===== config.mk =====
export PLATFORM = sky130hd
export DESIGN_NAME = gamepad_hid_report_mapper_flat
export DESIGN_NICKNAME = d
export VERILOG_FILES = /design/src/hw/rtl/ghrm_pkg.sv /design/src/hw/rtl/ghrm_if.sv /design/src/hw/rtl/ghrm_cfg.sv /design/src/hw/rtl/ghrm_capture.sv /design/src/hw/rtl/ghrm_decode.sv /design/src/hw/rtl/ghrm_deadzone.sv /design/src/hw/rtl/gamepad_hid_report_mapper.sv /design/src/flat_wrapper.sv
export SDC_FILE = /design/constraint.sdc
export NUM_CORES = 2
export LEC_CHECK = 0
export BUFFER_PORTS_ARGS = -buffer_cell sky130_fd_sc_hd__clkbuf_2
export CELL_PAD_IN_SITES_DETAIL_PLACEMENT = 1
export CELL_PAD_IN_SITES_GLOBAL_PLACEMENT = 1
export CORE_ASPECT_RATIO = 0.5
export CORE_UTILIZATION = 47
export CTS_CLUSTER_DIAMETER = 60
export DETAILED_ROUTE_END_ITERATION = 8
export GPL_TIMING_DRIVEN = 1
export PLACE_DENSITY = 0.82
export SLEW_MARGIN = 10
export SYNTH_ARGS = -nofsm -noshare
export SYNTH_HDL_FRONTEND = slang
export SYNTH_SLANG_ARGS = --single-unit
export TNS_END_PERCENT = 100

===== constraint.sdc =====
create_clock -name clk -period 14.95 [get_ports clk]
set_input_delay 4.485 -clock clk [delete_from_list [all_inputs] [get_ports clk]]
set_output_delay 4.485 -clock clk [all_outputs]
set_load 0.05 [all_outputs]

===== src/hw/rtl/ghrm_pkg.sv =====
// Shared types, constants and mapping functions of the gamepad report mapper.
package ghrm_pkg;

  localparam int MAX_REPORT_BYTES = 128;
  localparam int CAP_DEPTH        = 12;
  localparam int CAP_IDX_W        = $clog2(CAP_DEPTH);
  localparam int LEN_W            = $clog2(MAX_REPORT_BYTES + 1);
  localparam int PAYLOAD_BYTES    = 11;
  localparam int PREFIXED_MIN_LEN = 78;
  localparam int NEED_COMPAT      = 10;
  localparam int NEED_FULL        = 11;

  localparam logic [7:0] PREFIX_A    = 8'h31;
  localparam logic [7:0] PREFIX_B    = 8'h11;
  localparam logic [3:0] DPAD_NEUTRAL = 4'h8;

  localparam logic [1:0] MODE_FULL = 2'd1;

  localparam int DZ_W    = 15;
  localparam int DZ_SQ_W = 2 * DZ_W;
  localparam logic [DZ_W-1:0] LEFT_DZ_RST  = 15'd7849;
  localparam logic [DZ_W-1:0] RIGHT_DZ_RST = 15'd8689;
  localparam logic [1:0] LAYOUT_MODE_RST   = 2'd1;

  localparam logic [1:0] REG_LAYOUT_MODE    = 2'd0;
  localparam logic [1:0] REG_LEFT_DEADZONE  = 2'd1;
  localparam logic [1:0] REG_RIGHT_DEADZONE = 2'd2;
  localparam logic [1:0] REG_SLOT_NUMBER    = 2'd3;

  typedef enum logic {
    LAYOUT_COMPAT = 1'b0,
    LAYOUT_FULL   = 1'b1
  } layout_t;

  typedef struct packed {
    logic [1:0]         layout_mode;
    logic [DZ_SQ_W-1:0] left_dz_sq;
    logic [DZ_SQ_W-1:0] right_dz_sq;
    logic               slot_number;
  } cfg_t;

  typedef struct packed {
    logic [CAP_DEPTH-1:0][7:0] bytes;
    logic [LEN_W-1:0]          len;
  } snap_t;

  typedef struct packed {
    logic signed [15:0] left_x;
    logic signed [15:0] left_y;
    logic signed [15:0] right_x;
    logic signed [15:0] right_y;
    logic [7:0]         left_trigger;
    logic [7:0]         right_trigger;
    logic [15:0]        buttons;
    logic               layout_used;
    logic               controller_slot;
  } result_t;

  function automatic logic signed [15:0] scale_axis(input logic [7:0] v);
    logic signed [8:0]  s;
    logic signed [16:0] c;
    logic signed [15:0] r;
    s = $signed({1'b0, v}) - 9'sd128;
    c = $signed({s, 8'b0}) + $signed({{8{s[8]}}, s});
    if (c < -17'sd32767) begin
      r = -16'sd32767;
    end else begin
      r = c[15:0];
    end
    return r;
  endfunction

  function automatic logic [15:0] map_buttons(input logic [7:0] btn,
                                              input logic [7:0] sh,
                                              input logic [7:0] ex);
    logic [15:0] b;
    b = '0;
    unique case (btn[3:0])
      4'd0:    b[3:0] = 4'b0001;
      4'd1:    b[3:0] = 4'b1001;
      4'd2:    b[3:0] = 4'b1000;
      4'd3:    b[3:0] = 4'b1010;
      4'd4:    b[3:0] = 4'b0010;
      4'd5:    b[3:0] = 4'b0110;
      4'd6:    b[3:0] = 4'b0100;
      4'd7:    b[3:0] = 4'b0101;
      default: b[3:0] = 4'b0000;
    endcase
    b[14] = btn[4];
    b[12] = btn[5];
    b[13] = btn[6];
    b[15] = btn[7];
    b[8]  = sh[0];
    b[9]  = sh[1];
    b[5]  = sh[4];
    b[4]  = sh[5];
    b[6]  = sh[6];
    b[7]  = sh[7];
    b[10] = ex[0];
    return b;
  endfunction

endpackage


===== src/hw/rtl/ghrm_if.sv =====
// Valid/ready channel interfaces for report bytes and mapped results.
interface ghrm_in_if;
  logic       valid;
  logic       ready;
  logic [7:0] data_byte;
  logic       last_byte;

  modport source (output valid, output data_byte, output last_byte, input ready);
  modport sink (input valid, input data_byte, input last_byte, output ready);
endinterface

interface ghrm_out_if;
  logic               valid;
  logic               ready;
  logic signed [15:0] left_x;
  logic signed [15:0] left_y;
  logic signed [15:0] right_x;
  logic signed [15:0] right_y;
  logic [7:0]         left_trigger;
  logic [7:0]         right_trigger;
  logic [15:0]        buttons;
  logic               layout_used;
  logic               controller_slot;

  modport source (output valid, output left_x, output left_y, output right_x,
                  output right_y, output left_trigger, output right_trigger,
                  output buttons, output layout_used, output controller_slot,
                  input ready);
  modport sink (input valid, input left_x, input left_y, input right_x,
                input right_y, input left_trigger, input right_trigger,
                input buttons, input layout_used, input controller_slot,
                output ready);
endinterface


===== src/hw/rtl/ghrm_cfg.sv =====
// APB register file: layout mode, deadzone radii (kept squared) and slot number.
module ghrm_cfg
  import ghrm_pkg::*;
(
  input  logic        clk,
  input  logic        rst_n,
  input  logic        psel,
  input  logic        penable,
  input  logic        pwrite,
  input  logic [3:0]  paddr,
  input  logic [31:0] pwdata,
  output logic [31:0] prdata,
  output logic        pready,
  output cfg_t        cfg
);

  logic [1:0]         layout_mode_r;
  logic [DZ_W-1:0]    left_dz_r;
  logic [DZ_W-1:0]    right_dz_r;
  logic               slot_r;
  logic [DZ_SQ_W-1:0] left_dz_sq_r;
  logic [DZ_SQ_W-1:0] right_dz_sq_r;
  logic               wr_en;
  logic [1:0]         reg_sel;

  assign pready  = 1'b1;
  assign reg_sel = paddr[3:2];
  assign wr_en   = psel && penable && pwrite;

  always_ff @(posedge clk) begin
    if (!rst_n) begin
      layout_mode_r <= LAYOUT_MODE_RST;
      left_dz_r     <= LEFT_DZ_RST;
      right_dz_r    <= RIGHT_DZ_RST;
      slot_r        <= 1'b0;
      left_dz_sq_r  <= DZ_SQ_W'(LEFT_DZ_RST) * DZ_SQ_W'(LEFT_DZ_RST);
      right_dz_sq_r <= DZ_SQ_W'(RIGHT_DZ_RST) * DZ_SQ_W'(RIGHT_DZ_RST);
    end else begin
      left_dz_sq_r  <= DZ_SQ_W'(left_dz_r) * DZ_SQ_W'(left_dz_r);
      right_dz_sq_r <= DZ_SQ_W'(right_dz_r) * DZ_SQ_W'(right_dz_r);
      if (wr_en) begin
        unique case (reg_sel)
          REG_LAYOUT_MODE:    layout_mode_r <= pwdata[1:0];
          REG_LEFT_DEADZONE:  left_dz_r     <= pwdata[DZ_W-1:0];
          REG_RIGHT_DEADZONE: right_dz_r    <= pwdata[DZ_W-1:0];
          REG_SLOT_NUMBER:    slot_r        <= pwdata[0];
          default:            slot_r        <= slot_r;
        endcase
      end
    end
  end

  always_comb begin
    unique case (reg_sel)
      REG_LAYOUT_MODE:    prdata = {30'b0, layout_mode_r};
      REG_LEFT_DEADZONE:  prdata = {17'b0, left_dz_r};
      REG_RIGHT_DEADZONE: prdata = {17'b0, right_dz_r};
      REG_SLOT_NUMBER:    prdata = {31'b0, slot_r};
      default:            prdata = '0;
    endcase
  end

  assign cfg.layout_mode = layout_mode_r;
  assign cfg.left_dz_sq  = left_dz_sq_r;
  assign cfg.right_dz_sq = right_dz_sq_r;
  assign cfg.slot_number = slot_r;

endmodule


===== src/hw/rtl/ghrm_capture.sv =====
// Byte collector: counts report bytes, keeps the head bytes, snapshots on the last byte.
module ghrm_capture
  import ghrm_pkg::*;
(
  input  logic          clk,
  input  logic          rst_n,
  ghrm_in_if.sink       in_ch,
  output logic          snap_valid,
  input  logic          snap_ready,
  output snap_t         snap
);

  logic [LEN_W-1:0]     count_r;
  logic [7:0]           cap_r [CAP_DEPTH];
  logic                 snap_valid_r;
  snap_t                snap_r;
  snap_t                snap_nxt;
  logic                 accept;
  logic                 room;
  logic [LEN_W-1:0]     count_inc;

  assign in_ch.ready = !snap_valid_r || snap_ready;
  assign accept      = in_ch.valid && in_ch.ready;
  assign room        = count_r < LEN_W'(MAX_REPORT_BYTES);
  assign count_inc   = room ? count_r + LEN_W'(1) : count_r;

  always_comb begin
    for (int i = 0; i < CAP_DEPTH; i++) begin
      snap_nxt.bytes[i] = (count_r == LEN_W'(i)) ? in_ch.data_byte : cap_r[i];
    end
    snap_nxt.len = count_inc;
  end

  always_ff @(posedge clk) begin
    if (accept && count_r < LEN_W'(CAP_DEPTH)) begin
      cap_r[count_r[CAP_IDX_W-1:0]] <= in_ch.data_byte;
    end
    if (accept && in_ch.last_byte) begin
      snap_r <= snap_nxt;
    end
  end

  always_ff @(posedge clk) begin
    if (!rst_n) begin
      count_r      <= '0;
      snap_valid_r <= 1'b0;
    end else begin
      if (accept) begin
        count_r <= in_ch.last_byte ? '0 : count_inc;
      end
      if (in_ch.ready) begin
        snap_valid_r <= accept && in_ch.last_byte;
      end
    end
  end

  assign snap_valid = snap_valid_r;
  assign snap       = snap_r;

endmodule


===== src/hw/rtl/ghrm_decode.sv =====
// Report decoder: prefix strip, layout choice and lock, stick scaling, button mapping.
module ghrm_decode
  import ghrm_pkg::*;
(
  input  logic    clk,
  input  logic    rst_n,
  input  cfg_t    cfg,
  input  logic    snap_valid,
  output logic    snap_ready,
  input  snap_t   snap,
  output logic    mid_valid,
  input  logic    mid_ready,
  output result_t mid
);

  logic             seen_r;
  layout_t          cur_layout_r;
  logic             mid_valid_r;
  result_t          mid_r;
  result_t          mid_nxt;
  logic             shift;
  logic [7:0]       p [PAYLOAD_BYTES];
  logic [LEN_W-1:0] len;
  layout_t          layout_pre;
  layout_t          layout_det;
  layout_t          layout_fin;
  logic             ok_pre;
  logic             ok_det;
  logic             emit;
  logic             fire;
  logic [7:0]       btn;
  logic [7:0]       sh;
  logic [7:0]       ex;

  assign snap_ready = !mid_valid_r || mid_ready;
  assign fire       = snap_valid && snap_ready;

  always_comb begin
    shift = (snap.len >= LEN_W'(PREFIXED_MIN_LEN)) &&
            (snap.bytes[0] == PREFIX_A || snap.bytes[0] == PREFIX_B);
    for (int k = 0; k < PAYLOAD_BYTES; k++) begin
      p[k] = shift ? snap.bytes[k + 1] : snap.bytes[k];
    end
    len = snap.len - LEN_W'(shift);

    if (seen_r) begin
      layout_pre = cur_layout_r;
    end else begin
      layout_pre = (cfg.layout_mode == MODE_FULL) ? LAYOUT_FULL : LAYOUT_COMPAT;
    end
    ok_pre = len >= ((layout_pre == LAYOUT_FULL) ? LEN_W'(NEED_FULL) : LEN_W'(NEED_COMPAT));

    if (cfg.layout_mode[1]) begin
      layout_det = (p[8][3:0] == DPAD_NEUTRAL && p[5][3:0] != DPAD_NEUTRAL) ?
                   LAYOUT_FULL : LAYOUT_COMPAT;
    end else begin
      layout_det = layout_pre;
    end
    ok_det = len >= ((layout_det == LAYOUT_FULL) ? LEN_W'(NEED_FULL) : LEN_W'(NEED_COMPAT));

    layout_fin = seen_r ? cur_layout_r : layout_det;
    emit       = ok_pre && (seen_r || ok_det);

    if (layout_fin == LAYOUT_FULL) begin
      mid_nxt.left_trigger  = p[5];
      mid_nxt.right_trigger = p[6];
      btn = p[8];
      sh  = p[9];
      ex  = p[10];
    end else begin
      btn = p[5];
      sh  = p[6];
      ex  = p[7];
      mid_nxt.left_trigger  = p[8];
      mid_nxt.right_trigger = p[9];
    end

    mid_nxt.left_x          = scale_axis(p[1]);
    mid_nxt.left_y          = -scale_axis(p[2]);
    mid_nxt.right_x         = scale_axis(p[3]);
    mid_nxt.right_y         = -scale_axis(p[4]);
    mid_nxt.buttons         = map_buttons(btn, sh, ex);
    mid_nxt.layout_used     = layout_fin;
    mid_nxt.controller_slot = cfg.slot_number;
  end

  always_ff @(posedge clk) begin
    if (fire) begin
      mid_r <= mid_nxt;
    end
  end

  always_ff @(posedge clk) begin
    if (!rst_n) begin
      seen_r       <= 1'b0;
      cur_layout_r <= LAYOUT_COMPAT;
      mid_valid_r  <= 1'b0;
    end else begin
      if (fire && !seen_r && ok_pre) begin
        seen_r       <= 1'b1;
        cur_layout_r <= layout_det;
      end
      if (snap_ready) begin
        mid_valid_r <= snap_valid && emit;
      end
    end
  end

  assign mid_valid = mid_valid_r;
  assign mid       = mid_r;

endmodule


===== src/hw/rtl/ghrm_deadzone.sv =====
// Radial deadzone: squared-radius compare per stick, then the result register.
module ghrm_deadzone
  import ghrm_pkg::*;
(
  input  logic      clk,
  input  logic      rst_n,
  input  cfg_t      cfg,
  input  logic      mid_valid,
  output logic      mid_ready,
  input  result_t   mid,
  ghrm_out_if.source out_ch
);

  logic               out_valid_r;
  result_t            res_r;
  result_t            res_nxt;
  logic               left_zero;
  logic               right_zero;

  function automatic logic inside_dz(input logic signed [15:0] x,
                                     input logic signed [15:0] y,
                                     input logic [DZ_SQ_W-1:0] dz_sq);
    logic [DZ_W-1:0]    ax;
    logic [DZ_W-1:0]    ay;
    logic [DZ_SQ_W:0]   r2;
    ax = x[15] ? DZ_W'(-x) : DZ_W'(x);
    ay = y[15] ? DZ_W'(-y) : DZ_W'(y);
    r2 = (DZ_SQ_W + 1)'(ax) * (DZ_SQ_W + 1)'(ax) +
         (DZ_SQ_W + 1)'(ay) * (DZ_SQ_W + 1)'(ay);
    return r2 < {1'b0, dz_sq};
  endfunction

  assign mid_ready = !out_valid_r || out_ch.ready;

  always_comb begin
    left_zero  = inside_dz(mid.left_x, mid.left_y, cfg.left_dz_sq);
    right_zero = inside_dz(mid.right_x, mid.right_y, cfg.right_dz_sq);
    res_nxt = mid;
    if (left_zero) begin
      res_nxt.left_x = '0;
      res_nxt.left_y = '0;
    end
    if (right_zero) begin
      res_nxt.right_x = '0;
      res_nxt.right_y = '0;
    end
  end

  always_ff @(posedge clk) begin
    if (mid_valid && mid_ready) begin
      res_r <= res_nxt;
    end
  end

  always_ff @(posedge clk) begin
    if (!rst_n) begin
      out_valid_r <= 1'b0;
    end else if (mid_ready) begin
      out_valid_r <= mid_valid;
    end
  end

  assign out_ch.valid           = out_valid_r;
  assign out_ch.left_x          = res_r.left_x;
  assign out_ch.left_y          = res_r.left_y;
  assign out_ch.right_x         = res_r.right_x;
  assign out_ch.right_y         = res_r.right_y;
  assign out_ch.left_trigger    = res_r.left_trigger;
  assign out_ch.right_trigger   = res_r.right_trigger;
  assign out_ch.buttons         = res_r.buttons;
  assign out_ch.layout_used     = res_r.layout_used;
  assign out_ch.controller_slot = res_r.controller_slot;

endmodule


===== src/hw/rtl/gamepad_hid_report_mapper.sv =====
// Top level of the gamepad input report mapper.
// Report bytes enter one per cycle with the last byte flagged; each complete report
// long enough for its layout yields one result, registered in turn in the snapshot,
// decode and deadzone registers, and the block takes a byte every cycle as
// long as the result side keeps up. Reports of 78 bytes or more that start with 0x31
// or 0x11 are read one byte further on. The first report long enough for the
// configured layout locks the layout until reset; layout_mode 2 or 3 picks it from
// the neutral d-pad nibble. Registers (APB, byte address 4*i): 0 layout_mode,
// 1 left_deadzone, 2 right_deadzone, 3 slot_number. A deadzone change passes through
// the radius register and then the squared-radius register before the compare uses it.
module gamepad_hid_report_mapper
  import ghrm_pkg::*;
(
  input  logic        clk,
  input  logic        rst_n,
  ghrm_in_if.sink     in_ch,
  ghrm_out_if.source  out_ch,
  input  logic        psel,
  input  logic        penable,
  input  logic        pwrite,
  input  logic [3:0]  paddr,
  input  logic [31:0] pwdata,
  output logic [31:0] prdata,
  output logic        pready
);

  cfg_t    cfg;
  logic    snap_valid;
  logic    snap_ready;
  snap_t   snap;
  logic    mid_valid;
  logic    mid_ready;
  result_t mid;

  ghrm_cfg u_cfg (
    .clk     (clk),
    .rst_n   (rst_n),
    .psel    (psel),
    .penable (penable),
    .pwrite  (pwrite),
    .paddr   (paddr),
    .pwdata  (pwdata),
    .prdata  (prdata),
    .pready  (pready),
    .cfg     (cfg)
  );

  ghrm_capture u_capture (
    .clk        (clk),
    .rst_n      (rst_n),
    .in_ch      (in_ch),
    .snap_valid (snap_valid),
    .snap_ready (snap_ready),
    .snap       (snap)
  );

  ghrm_decode u_decode (
    .clk        (clk),
    .rst_n      (rst_n),
    .cfg        (cfg),
    .snap_valid (snap_valid),
    .snap_ready (snap_ready),
    .snap       (snap),
    .mid_valid  (mid_valid),
    .mid_ready  (mid_ready),
    .mid        (mid)
  );

  ghrm_deadzone u_deadzone (
    .clk       (clk),
    .rst_n     (rst_n),
    .cfg       (cfg),
    .mid_valid (mid_valid),
    .mid_ready (mid_ready),
    .mid       (mid),
    .out_ch    (out_ch)
  );

endmodule

===== src/flat_wrapper.sv =====
// flat-port wrapper written by rule: the top's interface ports become plain ports
module gamepad_hid_report_mapper_flat import ghrm_pkg::*;
  (clk, rst_n, psel, penable, pwrite, paddr, pwdata, prdata, pready, in_ch_valid, in_ch_data_byte, in_ch_last_byte, in_ch_ready, out_ch_valid, out_ch_left_x, out_ch_left_y, out_ch_right_x, out_ch_right_y, out_ch_left_trigger, out_ch_right_trigger, out_ch_buttons, out_ch_layout_used, out_ch_controller_slot, out_ch_ready);
  ghrm_in_if in_ch_i ();
  ghrm_out_if out_ch_i ();
  input  logic clk;
  input  logic rst_n;
  input  logic psel;
  input  logic penable;
  input  logic pwrite;
  input  logic [3:0] paddr;
  input  logic [31:0] pwdata;
  output logic [31:0] prdata;
  output logic pready;
  input wire logic [$bits(in_ch_i.valid)-1:0] in_ch_valid;
  input wire logic [$bits(in_ch_i.data_byte)-1:0] in_ch_data_byte;
  input wire logic [$bits(in_ch_i.last_byte)-1:0] in_ch_last_byte;
  output wire logic [$bits(in_ch_i.ready)-1:0] in_ch_ready;
  output wire logic [$bits(out_ch_i.valid)-1:0] out_ch_valid;
  output wire logic [$bits(out_ch_i.left_x)-1:0] out_ch_left_x;
  output wire logic [$bits(out_ch_i.left_y)-1:0] out_ch_left_y;
  output wire logic [$bits(out_ch_i.right_x)-1:0] out_ch_right_x;
  output wire logic [$bits(out_ch_i.right_y)-1:0] out_ch_right_y;
  output wire logic [$bits(out_ch_i.left_trigger)-1:0] out_ch_left_trigger;
  output wire logic [$bits(out_ch_i.right_trigger)-1:0] out_ch_right_trigger;
  output wire logic [$bits(out_ch_i.buttons)-1:0] out_ch_buttons;
  output wire logic [$bits(out_ch_i.layout_used)-1:0] out_ch_layout_used;
  output wire logic [$bits(out_ch_i.controller_slot)-1:0] out_ch_controller_slot;
  input wire logic [$bits(out_ch_i.ready)-1:0] out_ch_ready;
  assign in_ch_i.valid = in_ch_valid;
  assign in_ch_i.data_byte = in_ch_data_byte;
  assign in_ch_i.last_byte = in_ch_last_byte;
  assign in_ch_ready = in_ch_i.ready;
  assign out_ch_valid = out_ch_i.valid;
  assign out_ch_left_x = out_ch_i.left_x;
  assign out_ch_left_y = out_ch_i.left_y;
  assign out_ch_right_x = out_ch_i.right_x;
  assign out_ch_right_y = out_ch_i.right_y;
  assign out_ch_left_trigger = out_ch_i.left_trigger;
  assign out_ch_right_trigger = out_ch_i.right_trigger;
  assign out_ch_buttons = out_ch_i.buttons;
  assign out_ch_layout_used = out_ch_i.layout_used;
  assign out_ch_controller_slot = out_ch_i.controller_slot;
  assign out_ch_i.ready = out_ch_ready;
  gamepad_hid_report_mapper u_core (.clk(clk), .rst_n(rst_n), .in_ch(in_ch_i), .out_ch(out_ch_i), .psel(psel), .penable(penable), .pwrite(pwrite), .paddr(paddr), .pwdata(pwdata), .prdata(prdata), .pready(pready));
endmodule

==> summary.md <==
| Metric | Value |
|---|---|
| Worst reg2reg setup slack | 2070 ps |
| Total Die Area | 130,000 um^2 |
| Vias in the first global route | 51,057 |
| Max-cap violations | 0 |
| Layout fillers | 14,272 |
| # setup viols final | 0 |
| Most frequent CP cell | fa_1 |
| H-tree lvl count | 2 |
| WL final | 173,000 um |
| All-Layer GR Usage | 0.273 |
| WP data required | 15,220 ps |
| Chip Height | 255 um |
| Vias per cell | 5.53 |
| DR WL/cell | 21.7 um |
| DR pass1 iterations | 5 |
| Min-Delay Path Depth | 0 |
| Synthesis Warnings | 0 |
| DPL Wire Length | 141,000 um |
| Root buf cell | clkbuf_16 |
| CTS tree | built |
| Post-Syn Area per Cell | 9.92 um^2 |
| GRT overflow | 0 |
| Crit-path slowest cell | edfxtp_1 |
| GPL Wtd Cong | 0.930 |
| Count of pins over their slew limit | 0 |
| Initial antenna violation count | 1 |
| Crit-path max FO | 32 |
| Starting Density | 0.477 |
| Register bit total from synthesis | 482 |
| R2R Path End | u_core.u_deadzone.out_ch.right_x[2]$_SDFFCE_PN0P_ |
| Layout cells sized above 1 | 0.0736 |
| Post-Syn Area | 60,300 um^2 |
| TritonCTS Buffers | 53 |
| Number of routed nets with antenna violations | 0 |
| Worst slew margin | 0.139 |
| Post_cts resized | 0 |
| Via count | 43,930 |
| First-pass GRT wire length | 277,000 um |
| WP data arrival | 13,160 ps |
| Setup bufs post-CTS | 0 |
| Worst hold start | u_core.u_decode.mid[23]$_DFFE_PP_ |
| R2R cell count | 39 |
| Initial DRC count | 2,667 |
| Die width | 509 um |
| Row count | 92 |
| Tightest Pin Transition | 1280 ps |
| Status | complete, no violations |
| Area grow syn2layout | 7.50% |
| CTS Buffer Depth | 3 |
| Worst hold path class | reg -> reg |
| Fmax | 0.0776 GHz |
| Worst hold endpoint | u_core.u_deadzone.out_ch.right_trigger[5]$_DFFE_PP_ |
| Largest net degree at the start of global routing | 90 |
| FFs w/ async S/R, synth | 0 |
| Post-Synthesis Cells | 6,082 |
| Fin. Hold Viols | 0 |
| Synth Flop Type | edfxtp_1 |
| Max stage delay on crit path | 780 ps |
| Most common cell after layout, fill and taps aside | inv_1 |
| RSZ-0062 raised after global routing | no |
| Netlist cell types | 86 |
| CP Launch Type | flop |
| Final period util | 0.862 |
| Clk sinks | 482 |
| # DRC | 0 |
| Setup TNS Final | 0 ps |
| Clk slew on worst S/H paths | 70 ps |
| Clock skew | 72.6 ps |
| # hold bufs at CTS | 0 |
| WS Path Type | reg -> reg |
| Worst-Skew Late Latency | 670 ps |
| Sequential-to-total area share from yosys stat | 0.223 |
| Crit end category | flop |
| Commonest cells after routing, fill and taps aside | 1,375 x inv_1, 938 x fa_1, 617 x ha_1 |
| Ports | 185 |
| Final #Nets | 7,815 |
| IO buf count | 146 |
| Fin crit period | 12,880 ps |
| Antenna cells | 0 |
| Worst R2R Start | u_core.u_decode.mid[34]$_DFFE_PP_ |
| Post-synth EDFFs | 378 |
| Core area | 127,000 um^2 |
-- cells by family (layout without fill, tap and decap cells) --
group	count (synthesis)	in the layout	synth area share
compound gates	629	629	0.0690
mux	144	144	0.0264
other cells	2	19	0.000124
xor+xnor	209	209	0.0305
flops	482	482	0.223
fa+ha+maj	1555	1555	0.439
buf+inv	1565	1719	0.0992
simple gates	1496	1496	0.113
-- layout make-up --
| type | count | area, um^2 | share of cell area |
|---|---|---|---|
| clock inverters | 35 | 378 | 0.00582 |
| repair buffers | 205 | 1170 | 0.0181 |
| multi-input cells | 4052 | 41000 | 0.632 |
| flip-flops and latches | 482 | 13400 | 0.207 |
| inverters | 1414 | 5310 | 0.0818 |
| clock buffers | 65 | 1440 | 0.0222 |
| well taps | 1692 | 2120 | 0.0326 |
-- registers in the layout (all words and copies together), names as in the netlist, 15 cells and up --
signal and flops:
u_core.u_deadzone.out_ch.left_y 16, u_core.u_cfg.left_dz_r 15, u_core.u_decode.mid 97, u_core.u_cfg.right_dz_sq_r 29
u_core.u_capture.cap_r 88, u_core.u_deadzone.out_ch.buttons 15, u_core.u_cfg.left_dz_sq_r 29, u_core.u_cfg.right_dz_r 15
u_core.u_deadzone.out_ch.left_x 16, u_core.u_capture.snap 96, u_core.u_deadzone.out_ch.right_x 16, u_core.u_deadzone.out_ch.right_y 16
-- cells in the mapped netlist, types with 62 or more instances --
cell	n	area [um^2]
inv_1	1377	5170
fa_1	938	18800
ha_1	617	7720
nand2_1	614	2300
nor2_1	405	1520
edfxtp_1	378	11400
a21oi_1	162	811
xnor2_1	146	1280
and2_1	136	851
o21ai_0	115	576
clkbuf_1	108	405
dfxtp_1	104	2080
mux2_2	100	1130
a21o_1	66	495
nor2b_1	62	388
xor2_1	62	543
-- worst max path at each step --
stage / startpoint / endpoint / slack (ps) / cells after the start
after floorplan: u_core.u_decode.mid[34]$_DFFE_PP_ / u_core.u_deadzone.out_ch.right_x[0]$_SDFFCE_PN0P_ / 4620 / 41
after detailed placement: u_core.u_decode.mid[34]$_DFFE_PP_ / u_core.u_deadzone.out_ch.right_x[2]$_SDFFCE_PN0P_ / 2310 / 39
final: u_core.u_decode.mid[34]$_DFFE_PP_ / u_core.u_deadzone.out_ch.right_x[2]$_SDFFCE_PN0P_ / 2070 / 39
after global placement: u_core.u_decode.mid[34]$_DFFE_PP_ / u_core.u_deadzone.out_ch.right_y[6]$_SDFFCE_PN0P_ / 2710 / 39
after global routing: u_core.u_decode.mid[34]$_DFFE_PP_ / u_core.u_deadzone.out_ch.right_x[11]$_SDFFCE_PN0P_ / 1470 / 39
after CTS: u_core.u_decode.mid[34]$_DFFE_PP_ / u_core.u_deadzone.out_ch.right_x[2]$_SDFFCE_PN0P_ / 2200 / 39
-- metrics by stage --
| step | std cells | area [um^2] | util | worst slack [ps] | hold WS, ps |
|---|---|---|---|---|---|
| 2_1_floorplan | 6099 | 60400 | - | 4620 | 400 |
| 3_3_place_gp | 7845 | 63100 | 0.498 | 2710 | 402 |
| 3_5_place_dp | 7845 | 63100 | 0.498 | 2310 | 406 |
| 4_1_cts | 7945 | 64900 | 0.512 | 2200 | 423 |
| 5_1_grt | 7945 | 64900 | 0.512 | 1470 | 424 |
| 6_report | 7945 | 64900 | 0.512 | 2070 | 414 |
-- critical path: cells and delay by family (launching register included) --
family | cells | cell delay, ps
compound gates | 13 | 3260
xor+xnor | 2 | 900
fa+ha+maj | 11 | 4980
buf+inv | 8 | 1820
flops | 1 | 780
simple gates | 5 | 790
-- layer usage --
metal,vias to the layer above,part of all wire,track usage
li1,19398,-,-
met1,22878,0.39,0.330
met2,1224,0.52,0.496
met3,430,0.050,0.0311
met4,0,0.041,0.106
met5,-,0,0
Power is not shown: default switching activity piles up to over one toggle a cycle in this logic, so the estimate is an artifact.
